$ cat config.mk
export PLATFORM = sky130hd
export DESIGN_NAME = rbs_queue
export DESIGN_NICKNAME = d
export VERILOG_FILES = /design/src/hdl/rbs_pkg.sv /design/src/hdl/rbs_queue.sv
export SDC_FILE = /design/constraint.sdc
export NUM_CORES = 1
export LEC_CHECK = 0
export ABC_AREA = 1
export BUFFER_PORTS_ARGS = -buffer_cell sky130_fd_sc_hd__buf_2
export CAP_MARGIN = 20
export CELL_PAD_IN_SITES_DETAIL_PLACEMENT = 1
export CELL_PAD_IN_SITES_GLOBAL_PLACEMENT = 2
export CORE_AREA = 2 2 315 317
export DETAILED_ROUTE_END_ITERATION = 8
export DIE_AREA = 0 0 317 319
export PLACE_DENSITY_LB_ADDON = 0.12
export RECOVER_POWER = 25
export SLEW_MARGIN = 10
export SYNTH_ARGS = -nofsm -noshare
export SYNTH_HDL_FRONTEND = slang
export SYNTH_SLANG_ARGS = --single-unit
export TNS_END_PERCENT = 20
$ cat constraint.sdc
create_clock -name i_clk -period 23.6 [get_ports i_clk]
set_input_delay 1.18 -clock i_clk [delete_from_list [all_inputs] [get_ports i_clk]]
set_output_delay 1.18 -clock i_clk [all_outputs]
set_load 0.02 [all_outputs]
$ cat src/hdl/rbs_pkg.sv
package rbs_pkg;

    localparam int COORD_WIDTH  = 32;
    localparam int FRAC_BITS    = 16;
    localparam int NUM_AXES     = 3;
    localparam int CFG_IDX_W    = 3;
    localparam int QUEUE_DEPTH  = 2;
    localparam int TMAG_W       = 63;

    // largest |t| in the 64-bit slab parameter format
    localparam logic [TMAG_W-1:0] T_MAG_MAX = '1;

    typedef enum logic [CFG_IDX_W-1:0] {
        CFG_MIN_X = 3'd0,
        CFG_MIN_Y = 3'd1,
        CFG_MIN_Z = 3'd2,
        CFG_MAX_X = 3'd3,
        CFG_MAX_Y = 3'd4,
        CFG_MAX_Z = 3'd5
    } t_cfg_idx;

    typedef struct packed {
        logic signed [COORD_WIDTH-1:0] origin_x;
        logic signed [COORD_WIDTH-1:0] origin_y;
        logic signed [COORD_WIDTH-1:0] origin_z;
        logic signed [COORD_WIDTH-1:0] dir_x;
        logic signed [COORD_WIDTH-1:0] dir_y;
        logic signed [COORD_WIDTH-1:0] dir_z;
    } t_ray_in;

    typedef struct packed {
        logic                          hit;
        logic signed [COORD_WIDTH-1:0] hit_x;
        logic signed [COORD_WIDTH-1:0] hit_y;
        logic signed [COORD_WIDTH-1:0] hit_z;
    } t_ray_out;

    // one axis after classification: magnitudes of (bound - origin) and |dir|
    typedef struct packed {
        logic signed [COORD_WIDTH-1:0] origin;
        logic [COORD_WIDTH-1:0]        den;
        logic                          dir_neg;
        logic [COORD_WIDTH-1:0]        lo_mag;
        logic                          lo_neg;
        logic [COORD_WIDTH-1:0]        hi_mag;
        logic                          hi_neg;
        logic                          par;
        logic                          outside;
    } t_axis;

    typedef struct packed {
        t_axis [NUM_AXES-1:0] ax;
    } t_slab_word;

    typedef struct packed {
        logic push;
        logic pop;
        logic full;
        logic empty;
    } t_q_status;

endpackage

$ cat src/hdl/rbs_queue.sv
module rbs_queue (
    input  logic                 i_clk,
    input  logic                 i_rst_n,
    input  logic                 i_push,
    input  rbs_pkg::t_slab_word  i_word,
    input  logic                 i_pop,
    output rbs_pkg::t_slab_word  o_word,
    output rbs_pkg::t_q_status   o_status
);

    localparam int D  = rbs_pkg::QUEUE_DEPTH;
    localparam int PW = (D > 1) ? $clog2(D) : 1;
    localparam int CNW = $clog2(D + 1);

    rbs_pkg::t_slab_word r_mem [D];
    logic [PW-1:0]       r_wp;
    logic [PW-1:0]       r_rp;
    logic [CNW-1:0]      r_cnt;
    logic                full;
    logic                empty;
    logic                do_push;
    logic                do_pop;

    assign full    = r_cnt == CNW'(D);
    assign empty   = r_cnt == '0;
    assign do_pop  = i_pop && !empty;
    assign do_push = i_push && (!full || do_pop);

    always_ff @(posedge i_clk) begin
        if (!i_rst_n) begin
            r_wp  <= '0;
            r_rp  <= '0;
            r_cnt <= '0;
        end else begin
            if (do_push) begin
                r_wp <= (r_wp == PW'(D - 1)) ? '0 : r_wp + PW'(1);
            end
            if (do_pop) begin
                r_rp <= (r_rp == PW'(D - 1)) ? '0 : r_rp + PW'(1);
            end
            r_cnt <= r_cnt + CNW'(do_push) - CNW'(do_pop);
        end
    end

    always_ff @(posedge i_clk) begin
        if (do_push) begin
            r_mem[r_wp] <= i_word;
        end
    end

    assign o_word = r_mem[r_rp];
    assign o_status.push  = i_push;
    assign o_status.pop   = i_pop;
    assign o_status.full  = full;
    assign o_status.empty = empty;

endmodule

==> impl_metrics.csv <==
group,metric,value,unit
synthesis,synth_warnings,0,
clock_tree,cts_hold_buf,0,
sta,hold_viol,0,
synthesis,synth-xor-area-share,0,%
floorplanning,die_h,319,um
setup_path,cpPeakStageDelay,0.84,ns
detailed_routing,drtIter0Drc,778,
synthesis,yosysSeqAreaShare,82.7,%
synthesis,synth_area_leaders,"edfxtp_1 (82%), mux2_1 (7.7%), mux2_2 (7.7%)",
setup_path,critPathBufInv,4,
clock_tree,cts_resized,0,
detailed_routing,wl_per_cell,24.0,um
synthesis,synthAdderAreaFrac,0.0430,%
floorplanning,ios,806,
finish,final_cell_count_no_fill,3534,
placed_design,dpl.cell_count,3343,
grt,grt_pass1_wl,117000,um
finish,nNetsFinal,2555,
clock_tree,root_buffer,"clkbuf_16",
pwr,p_per_area,101,nW/um2
sta,period_needed,5.85,ns
setup_path,critPathSlowestCell,"buf_4",
setup_path,critical_path.most_common_cell,"buf_4",
grt,track_usage,16.3,%
placed_design,dp_slack,18.29,ns
clock_tree,cts.sinks,803,
floorplanning,core_area,97700,um2
grt,overflow,0,
pwr,power.total,3790,uW
detailed_routing,firstDrtPassIters,4,
clock_tree,htreeDepth,3,
finish,drive_above_1_share,47.7,%
detailed_routing,vias_per_cell,4.38,
setup_path,worst-setup-path-type,"reg2out",
setup_path,required,22.42,ns
synthesis,synth_compound_area_share,0.0172,%
setup_path,endpoint_kind,"output port",
grt,grt_pass1_vias,16900,
synthesis,yosys.area.top_type,"edfxtp_1",
pwr,vdd_drop_max,50.3,uV
placed_design,dp_hpwl,61200,um
finish,final_cell_mix,"edfxtp_1 (798), buf_2 (722), mux2_1 (200)",
floorplanning,initial_core_util,29.8,%
worst_hold_path,min_path_type,"reg2reg",
clock_tree,cts_setup_buffers,0,
synthesis,synth_nets,1690,
finish,n_fill_cell,9800,
sta,fin_skew,0.0157,ns
floorplanning,rows,115,
synthesis,synth.avg_cell_area,22.6,um2
synthesis,syn-cell-area,29100,um2
sta,rsz0062_at_grt,"no",
clock_tree,numCtsBuffers,92,
setup_path,crit_family,"buffers and inverters",
setup_path,arrival,4.67,ns
detailed_routing,ant_nets,0,
floorplanning,dieArea,101000,um2
sta,fin_tns_setup,0,ns
clock_tree,clkSlewWorstSetupHoldPaths,0.05,ns
placed_design,placed_area,34500,um2
synthesis,synth_top_area_share,82.4,%
sta,drv_slew,0,
sta,setup_slack,17.75,ns
synthesis,synth_top_family_by_area,"multiplexers",
detailed_routing,drt-total-wl,85000,um
sta,slew_headroom,29.1,%
clock_tree,cts_tree,"built",
floorplanning,die_w,317,um
sta,tightest_slew,1.06,ns
run,maxCapViolCount,0,
grt,antenna_found_initial,63,
pwr,power.leakage,0.0136,uW
finish,stdcell_area,37400,um2
detailed_routing,drc,0,
finish,area.growth.synth_to_final,28.5,%
synthesis,ys_types,14,
clock_tree,clockBufferDepth,3,
grt,grt_max_degree,154,
clock_tree,clk_latency,0.65,ns
status,status,"finished, final reports clean",
synthesis,synth_cells,1286,
setup_path,cp_cell_sequence,"buf_4, buf_4, buf_4, mux2_2, buf_2",
sta,fmax,171,MHz
setup_path,cp_max_fo,80,
synthesis,ys_ff_latch,803,
synthesis,yosys.area_share.simple,0.344,%
sta,period_share,24.8,%
placed_design,gp_congestion,0.789,
sta,setup-violations-final,0,
finish,layout_commonest_cell,"edfxtp_1",
detailed_routing,vias,15500,
synthesis,muxShareOfSynthArea,15.4,%
placed_design,portBuffers,805,
setup_path,critPathLaunchType,"flop",
cells by family (layout without fill, tap and decap cells):
kind of cell,after synthesis,count (layout)
flip-flops,803,803
multiplexers,399,399
buffers and inverters,57,993
AND/OR/NAND/NOR,25,25
adder cells (fa/ha/maj),1,1
AO/OA/AOI/OAI,1,1
other,0,25
synthesized netlist by cell type:
master,n
buf_2,21
edfxtp_1,798
nand3_1,2
nor2_1,10
mux2_1,200
mux2_2,199
inv_1,9
o21ai_0,1
nand3b_1,1
dfxtp_1,5
nand2_1,12
buf_6,22
buf_4,5
ha_1,1
registers in the layout, indices dropped and copies added, names as in the netlist, named ones only:
name   flops
r_cnt      2
r_mem    798
r_rp       1
r_wp       1
worst reg2reg max path: cells and delay by family (launching register included):
family | cells | cell delay (ns)
flip-flops | 1 | 0.37
buffers and inverters | 3 | 2.52
AND/OR/NAND/NOR | 3 | 0.78
final cells by class:
class	instances	area [um2]	share of cell area, %
sequential	803	24100	64.3
multi-input combinational	426	4620	12.3
timing repair buffer	819	4080	10.9
clock buffer	119	2470	6.60
tap	1287	1610	4.31
clock inverter	46	463	1.24
antenna	25	62.6	0.167
inverter	9	41.3	0.110
worst paths after layout:
check / from / end / slack [ns] / depth (start not counted)
hold reg to reg: r_rp / r_rp / 0.53 / 2
setup / recovery: flop / o_word[116] / 17.75 / 5
hold / removal: r_rp / r_rp / 0.53 / 2
setup reg to reg: r_cnt[0] / r_mem[0][255] / 19.50 / 6
power by group:
group / switching (uW) / internal (uW)
registers: 35.6 / 1700
logic: 431 / 233
clock network: 557 / 832
total: 1020 / 2770
per-stage QoR:
| stage | utilization, % | hold slack (ns) |
|---|---|---|
| after floorplan | - | 0.461 |
| after global placement | 35.3 | 0.483 |
| after detailed placement | 35.3 | 0.515 |
| after CTS | 38.3 | 0.535 |
| after global routing | 38.3 | 0.564 |
| final | 38.3 | 0.534 |
metal layers:
layer	vias to the layer above	GRT usage (%)	routed length, um
li1	6907	-	-
met1	7660	15.6	27700
met2	645	28.5	44200
met5	-	0	391
met4	60	8.32	3360
met3	216	8.00	9350
(Power assumes the default switching activity.)
