===== config.mk =====
export PLATFORM = sky130hd
export DESIGN_NAME = rbs_front
export DESIGN_NICKNAME = d
export VERILOG_FILES = /design/src/hdl/rbs_pkg.sv /design/src/hdl/rbs_front.sv
export SDC_FILE = /design/constraint.sdc
export NUM_CORES = 1
export LEC_CHECK = 0
export BUFFER_PORTS_ARGS = -buffer_cell sky130_fd_sc_hd__buf_2
export CORE_MARGIN = 10
export CORE_UTILIZATION = 57
export CTS_BUF_LIST = sky130_fd_sc_hd__clkbuf_8 sky130_fd_sc_hd__clkbuf_16
export DETAILED_ROUTE_END_ITERATION = 10
export GPL_ROUTABILITY_DRIVEN = 1
export PLACE_DENSITY = 0.81
export SYNTH_ARGS = -nofsm -noshare
export SYNTH_HDL_FRONTEND = slang
export SYNTH_SLANG_ARGS = --single-unit

===== constraint.sdc =====
create_clock -name i_clk -period 5.4 [get_ports i_clk]
set_input_delay 0 -clock i_clk [delete_from_list [all_inputs] [get_ports i_clk]]
set_output_delay 0 -clock i_clk [all_outputs]
set_load 0.005 [all_outputs]

===== src/hdl/rbs_pkg.sv =====
package rbs_pkg;

    localparam int COORD_WIDTH  = 32;
    localparam int FRAC_BITS    = 16;
    localparam int NUM_AXES     = 3;
    localparam int CFG_IDX_W    = 3;
    localparam int QUEUE_DEPTH  = 2;
    localparam int TMAG_W       = 63;

    // largest |t| in the 64-bit slab parameter format
    localparam logic [TMAG_W-1:0] T_MAG_MAX = '1;

    typedef enum logic [CFG_IDX_W-1:0] {
        CFG_MIN_X = 3'd0,
        CFG_MIN_Y = 3'd1,
        CFG_MIN_Z = 3'd2,
        CFG_MAX_X = 3'd3,
        CFG_MAX_Y = 3'd4,
        CFG_MAX_Z = 3'd5
    } t_cfg_idx;

    typedef struct packed {
        logic signed [COORD_WIDTH-1:0] origin_x;
        logic signed [COORD_WIDTH-1:0] origin_y;
        logic signed [COORD_WIDTH-1:0] origin_z;
        logic signed [COORD_WIDTH-1:0] dir_x;
        logic signed [COORD_WIDTH-1:0] dir_y;
        logic signed [COORD_WIDTH-1:0] dir_z;
    } t_ray_in;

    typedef struct packed {
        logic                          hit;
        logic signed [COORD_WIDTH-1:0] hit_x;
        logic signed [COORD_WIDTH-1:0] hit_y;
        logic signed [COORD_WIDTH-1:0] hit_z;
    } t_ray_out;

    // one axis after classification: magnitudes of (bound - origin) and |dir|
    typedef struct packed {
        logic signed [COORD_WIDTH-1:0] origin;
        logic [COORD_WIDTH-1:0]        den;
        logic                          dir_neg;
        logic [COORD_WIDTH-1:0]        lo_mag;
        logic                          lo_neg;
        logic [COORD_WIDTH-1:0]        hi_mag;
        logic                          hi_neg;
        logic                          par;
        logic                          outside;
    } t_axis;

    typedef struct packed {
        t_axis [NUM_AXES-1:0] ax;
    } t_slab_word;

    typedef struct packed {
        logic push;
        logic pop;
        logic full;
        logic empty;
    } t_q_status;

endpackage


===== src/hdl/rbs_front.sv =====
module rbs_front #(
    parameter int FRAC_BITS = rbs_pkg::FRAC_BITS
) (
    input  logic                                i_clk,
    input  logic                                i_rst_n,
    input  logic                                i_cfg_we,
    input  logic [rbs_pkg::CFG_IDX_W-1:0]       i_cfg_idx,
    input  logic [rbs_pkg::COORD_WIDTH-1:0]     i_cfg_data,
    input  logic                                i_accept,
    input  rbs_pkg::t_ray_in                    i_ray,
    output logic                                o_push,
    output rbs_pkg::t_slab_word                 o_word
);

    localparam int CW = rbs_pkg::COORD_WIDTH;
    localparam int NA = rbs_pkg::NUM_AXES;
    // |dir| at or below this counts as parallel
    localparam logic [CW-1:0] PAR_THR = CW'((64'd15 << FRAC_BITS) / 64'd100000000);

    logic signed [CW-1:0] r_lo [NA];
    logic signed [CW-1:0] r_hi [NA];
    logic                 r_vld;
    rbs_pkg::t_slab_word  r_word;
    rbs_pkg::t_slab_word  n_word;

    logic signed [CW-1:0] org [NA];
    logic signed [CW-1:0] dir [NA];

    assign org[0] = i_ray.origin_x;
    assign org[1] = i_ray.origin_y;
    assign org[2] = i_ray.origin_z;
    assign dir[0] = i_ray.dir_x;
    assign dir[1] = i_ray.dir_y;
    assign dir[2] = i_ray.dir_z;

    always_ff @(posedge i_clk) begin
        if (!i_rst_n) begin
            for (int a = 0; a < NA; a++) begin
                r_lo[a] <= '0;
                r_hi[a] <= '0;
            end
        end else if (i_cfg_we) begin
            unique case (i_cfg_idx)
                rbs_pkg::CFG_MIN_X: r_lo[0] <= i_cfg_data;
                rbs_pkg::CFG_MIN_Y: r_lo[1] <= i_cfg_data;
                rbs_pkg::CFG_MIN_Z: r_lo[2] <= i_cfg_data;
                rbs_pkg::CFG_MAX_X: r_hi[0] <= i_cfg_data;
                rbs_pkg::CFG_MAX_Y: r_hi[1] <= i_cfg_data;
                rbs_pkg::CFG_MAX_Z: r_hi[2] <= i_cfg_data;
                default: ;
            endcase
        end
    end

    always_comb begin
        logic signed [CW:0] lo_d;
        logic signed [CW:0] hi_d;
        logic signed [CW:0] lo_n;
        logic signed [CW:0] hi_n;
        logic signed [CW:0] d_e;
        logic signed [CW:0] d_n;
        n_word = '0;
        for (int a = 0; a < NA; a++) begin
            lo_d = $signed({r_lo[a][CW-1], r_lo[a]}) - $signed({org[a][CW-1], org[a]});
            hi_d = $signed({r_hi[a][CW-1], r_hi[a]}) - $signed({org[a][CW-1], org[a]});
            lo_n = -lo_d;
            hi_n = -hi_d;
            d_e  = $signed({dir[a][CW-1], dir[a]});
            d_n  = -d_e;
            n_word.ax[a].origin  = org[a];
            n_word.ax[a].dir_neg = dir[a][CW-1];
            n_word.ax[a].den     = dir[a][CW-1] ? d_n[CW-1:0] : d_e[CW-1:0];
            n_word.ax[a].lo_neg  = lo_d[CW];
            n_word.ax[a].lo_mag  = lo_d[CW] ? lo_n[CW-1:0] : lo_d[CW-1:0];
            n_word.ax[a].hi_neg  = hi_d[CW];
            n_word.ax[a].hi_mag  = hi_d[CW] ? hi_n[CW-1:0] : hi_d[CW-1:0];
            n_word.ax[a].par     = n_word.ax[a].den <= PAR_THR;
            n_word.ax[a].outside = (org[a] < r_lo[a]) || (org[a] > r_hi[a]);
        end
    end

    always_ff @(posedge i_clk) begin
        if (!i_rst_n) begin
            r_vld <= 1'b0;
        end else begin
            r_vld <= i_accept;
        end
    end

    always_ff @(posedge i_clk) begin
        if (i_accept) begin
            r_word <= n_word;
        end
    end

    assign o_push = r_vld;
    assign o_word = r_word;

endmodule


==> results of run 1 <==
[stage by stage]
stage | area [um2] | setup WS, ns | power, mW | hold WS [ns]
global route | 44600 | 0.484 | 15.4 | 0.0142
CTS | 44500 | 0.862 | 14.7 | 0.00872
global placement | 39900 | 0.986 | 10.3 | 0.191
finish | 44600 | 0.745 | 14.9 | 0.0462
floorplan | 35800 | 1.45 | 8.73 | 0.0989
detailed placement | 39900 | 0.876 | 10.4 | 0.193
[where the power goes]
part,switching [mW],total (mW),internal (mW)
combinational,2.68,4.47,1.79
clock,1.88,4.22,2.34
sequential,0.260,6.18,5.92
total,4.82,14.9,10.0
[cells in the final DEF, fill, tap and decap left out, drive strengths merged, types with 72 or more instances in the layout]
master / count
edfxtp: 591
nor2: 194
inv: 203
xor2: 115
nor3: 80
buf: 646
ha: 207
and2: 104
a21oi: 241
nand2: 217
xnor2: 288
dlygate4sd3: 269
a21o: 72
o21ai: 189
[logic make-up after synthesis]
logic type,share of synthesized area
simple gates,0.143
buf+inv,0.0289
fa+ha+maj,0.0756
xor+xnor,0.0985
compound gates,0.156
flops,0.496
mux,0.00230
[repair_timing]
action / CTS / global route
setup endpoints to repair: 0 / 0
hold endpoints to repair: 483 / 0
hold buffers: 269 / 0
resized for setup: 0 / 0
[metal layers]
metal / up-vias / global-route usage / part of all wire
met5: - / 0 / 0.00052
met1: 15100 / 0.422 / 0.37
met2: 1987 / 0.566 / 0.47
li1: 14300 / - / -
met4: 12 / 0.159 / 0.052
met3: 422 / 0.0960 / 0.11
[sequential cells by signal, indices dropped and copies added (netlist names)]
signal / flops
o_push: 1
o_word: 399
r_hi: 96
r_lo: 96
[final timing paths]
| check | from | endpoint | slack, ns | cells past startpoint |
|---|---|---|---|---|
| worst max-delay path | r_hi[0][47] | o_word[155] | 0.74 | 14 |
| worst min-delay path | i_cfg_data[0] | r_hi[0][32] | 0.05 | 2 |
| worst max register to register | r_hi[0][47] | o_word[155] | 0.74 | 14 |
| worst min register to register | r_hi[0][0] | o_word[3] | 0.80 | 3 |
[cell type report]
cell class              instances  area (um2)
diodes                         12        30.0
clock buffers                  61        1530
clock inverters                50         417
fillers                      4373       17400
inverters                     191         717
multi-input cells            2461       17100
flip-flops and latches        592       17800
well taps                     837        1050
repair buffers                915        6000
==> impl_metrics.json, run 1 <==
{
  "outcome": "completed",
  "via_count": 31800,
  "viasPerCell": 6.21,
  "hp-class": "input port to register",
  "cp_cell_sequence": "ha_1, a21oi_1, o211ai_1, a31o_2, or4b_2, o211ai_1, o21bai_1, a221o_1, nand2_1, a31oi_1, buf_4, inv_1, o21ai_0, xnor2_1",
  "die_w_um": 271,
  "cts_tree": "yes",
  "yosys_warnings": 0,
  "clk_latency_ns": 0.64,
  "synth_top_area_frac": 0.495,
  "drtIter0Drc": 4094,
  "seq_area_frac_synth": 0.496,
  "placed_cells": 4727,
  "timing.fmax_mhz": 215,
  "power_density_mw_per_mm2": 334,
  "max-vdd-ir-drop_mv": 0.266,
  "yosysMostFrequentCell": "edfxtp_1",
  "gp_congestion": 1.01,
  "area_delta_synth_final_pct": 24.3,
  "max_stage_delay_ns": 0.62,
  "synthArstFlopShare": 0,
  "post_cts_buffers": 0,
  "avgSynthCellArea_um2": 10.8,
  "initial_core_util": 0.579,
  "ctsHtreeMaxLevel": 2,
  "utilization": 0.720,
  "synthCells": 3327,
  "cp.required_ns": 5.76,
  "setup_tns_ns": 0,
  "antenna_found_initial": 21,
  "grt_pass1_wl_um": 195000,
  "maxSlewViolCount": 0,
  "grt_pass1_vias": 30800,
  "grt.overflow.total": 0,
  "synth_ff_type": "edfxtp_1",
  "clkTransAtPathRegs_ns": 0.07,
  "drtAntennaViolNets": 0,
  "finClkSkew_ns": 0.0261,
  "synth_commonest_cells": "591 x edfxtp_1, 288 x xnor2_1, 241 x a21oi_1",
  "final_hold_viol_count": 0,
  "path_delay_family": "compound AO/OA/AOI/OAI gates",
  "nNetsFinal": 4666,
  "io_buffer_count": 630,
  "drive_gt1_frac": 0.184,
  "num_io_pins": 631,
  "ys_ff_latch": 592,
  "grt_usage": 0.346,
  "slowest_stage": "or4b_2",
  "crit_buf_inv": 2,
  "cts.path.max_buffers": 3,
  "die_h_um": 271,
  "drc": 0,
  "final_cells": 5119,
  "min_period_over_period": 0.862,
  "rsz0062_at_grt": "no",
  "synth_cell_types": 86,
  "cp_common_cell": "o211ai_1",
  "relSlewSlack": 0.258,
  "core_mm2": 0.0619,
  "synth_fp_nets": 3771,
  "crit_arrival_ns": 5.01,
  "worstPathMaxFanout": 14,
  "wirelength_um": 133000,
  "yosysTopAreaCell": "edfxtp_1",
  "cts_inserted_buffers": 61,
  "wl_per_cell_um": 25.9,
  "path_class": "register to register",
  "dp_hpwl_um": 96200,
  "synth_edf_count": 591,
  "start_kind": "register",
  "finalCriticalPeriod_ns": 4.66,
  "leakage_nw": 18.1,
  "clock_sinks": 592,
  "first_pass_iters": 9,
  "yosys-top-cells-area": "edfxtp_1 50%, ha_1 7.2%, xnor2_1 7.0%",
  "grt_max_degree": 154,
  "fp.dieArea_mm2": 0.0733,
  "maxCapViolCount": 0,
  "fp-row-count": 91,
  "setup_viol": 0,
  "tightest_slew_ns": 1.11,
  "cts-root-buf": "clkbuf_16",
  "endpoint_kind": "register",
  "synth.cell_area_mm2": 0.0358
}
Power figures use the tool's default switching activity.
==> run 2: changes to the inputs <==
--- a/config.mk
+++ b/config.mk
@@ -8,9 +8,9 @@
 export BUFFER_PORTS_ARGS = -buffer_cell sky130_fd_sc_hd__buf_2
 export CORE_MARGIN = 10
 export CORE_UTILIZATION = 57
-export CTS_BUF_LIST = sky130_fd_sc_hd__clkbuf_8 sky130_fd_sc_hd__clkbuf_16
+export CTS_CLUSTER_SIZE = 16
 export DETAILED_ROUTE_END_ITERATION = 10
-export GPL_ROUTABILITY_DRIVEN = 1
+export GPL_ROUTABILITY_DRIVEN = 0
 export PLACE_DENSITY = 0.81
 export SYNTH_ARGS = -nofsm -noshare
 export SYNTH_HDL_FRONTEND = slang
==> impl_metrics.json, run 2 (same netlist as run 1, synthesis figures left out) <==
{
  "outcome": "completed",
  "viasPerCell": 6.22,
  "grt.overflow.total": 0,
  "crit_buf_inv": 2,
  "io_buffer_count": 630,
  "drtIter0Drc": 3873,
  "die_w_um": 271,
  "cts_inserted_buffers": 61,
  "wl_per_cell_um": 25.2,
  "start_kind": "register",
  "cp_common_cell": "o211ai_1",
  "final_cells": 5123,
  "cp_cell_sequence": "ha_1, a21oi_1, o211ai_1, a31o_2, or4b_2, o211ai_1, o21bai_1, a221o_1, nand2_1, a31oi_1, buf_4, inv_1, o21ai_0, xnor2_1",
  "max_stage_delay_ns": 0.62,
  "finalCriticalPeriod_ns": 4.66,
  "endpoint_kind": "register",
  "area_delta_synth_final_pct": 24.6,
  "finClkSkew_ns": 0.0159,
  "grt_pass1_wl_um": 191000,
  "drtAntennaViolNets": 0,
  "fin_area_mm2": 0.0447,
  "post_dp_cell_area_mm2": 0.0399,
  "final_hold_viol_count": 0,
  "maxCapViolCount": 0,
  "setup_tns_ns": 0,
  "ctsHtreeMaxLevel": 2,
  "cts.path.max_buffers": 3,
  "tightest_slew_ns": 1.25,
  "dp_hpwl_um": 93100,
  "path_class": "register to register",
  "rsz0062_at_grt": "no",
  "timing.fmax_mhz": 215,
  "relSlewSlack": 0.168,
  "setup_viol": 0,
  "fp-row-count": 91,
  "layout.cells.most_common_list": "629 x buf_2, 591 x edfxtp_1, 288 x xnor2_1",
  "cts-root-buf": "clkbuf_16",
  "clkTransAtPathRegs_ns": 0.07,
  "wirelength_um": 129000,
  "clock_sinks": 592,
  "min_period_over_period": 0.863,
  "nNetsFinal": 4671,
  "clk_latency_ns": 0.64,
  "initial_core_util": 0.579,
  "first_pass_iters": 7,
  "final_common_cell": "buf_2",
  "grt_usage": 0.338,
  "die_h_um": 271,
  "power_density_mw_per_mm2": 334,
  "grt_max_degree": 157,
  "cp.required_ns": 5.79,
  "drc": 0,
  "max-vdd-ir-drop_mv": 0.265,
  "placed_cells": 4724,
  "path_delay_family": "compound AO/OA/AOI/OAI gates",
  "slowest_stage": "or4b_2",
  "hp-class": "input port to register",
  "worst_hold_slack_ns": 0.0889,
  "cts_tree": "yes",
  "num_io_pins": 631,
  "core_mm2": 0.0619,
  "drive_gt1_frac": 0.183,
  "largest_reg_flops": 399,
  "utilization": 0.721,
  "antenna_found_initial": 15,
  "worstPathMaxFanout": 14,
  "fp.dieArea_mm2": 0.0733,
  "grt_pass1_vias": 30700,
  "leakage_nw": 18.1,
  "via_count": 31900,
  "maxSlewViolCount": 0,
  "crit_arrival_ns": 5.05
}
run 2: power by group:
| part | internal, mW | total (mW) | switching [mW] |
|---|---|---|---|
| clock network | 2.49 | 4.33 | 1.84 |
| registers | 5.92 | 6.18 | 0.264 |
| logic | 1.80 | 4.42 | 2.63 |
| total | 10.2 | 14.9 | 4.73 |
run 2: cell type report:
type	instances	area [um2]
Fill cell	4286	17300
Antenna cell	10	25.0
Clock buffer	69	1560
Sequential cell	592	17800
Multi-Input combinational cell	2461	17100
Timing Repair Buffer	920	6060
Clock inverter	43	443
Inverter	191	717
Tap cell	837	1050
run 2: repair_timing:
action	in CTS	in global routing
setup buffers	0	0
hold buffers	277	0
endpoints found under the hold margin	486	0
resized for setup	0	0
run 2: path summary, 6_finish.rpt:
kind         cells past startpoint   startpoint          end  slack (ns)
max                             14  r_hi[0][47]  o_word[153]        0.74
min                              2   i_ray[139]  o_word[245]        0.09
max reg2reg                     14  r_hi[0][47]  o_word[153]        0.74
min reg2reg                      3   r_hi[0][0]    o_word[3]        0.81
run 2: layer usage:
metal / wire length, um / vias to the layer above / track usage
li1: - / 14300 / -
met1: 47200 / 15100 / 0.405
met2: 60500 / 2041 / 0.557
met3: 13800 / 451 / 0.0850
met4: 7390 / 14 / 0.172
met5: 103 / - / 0
run 2: stage by stage:
stage / power, mW / worst slack (ns)
final: 14.9 / 0.739
after global routing: 15.5 / 0.490
after CTS: 14.8 / 0.838
after detailed placement: 10.3 / 0.858
after global placement: 10.3 / 0.975
after floorplan: 8.73 / 1.45
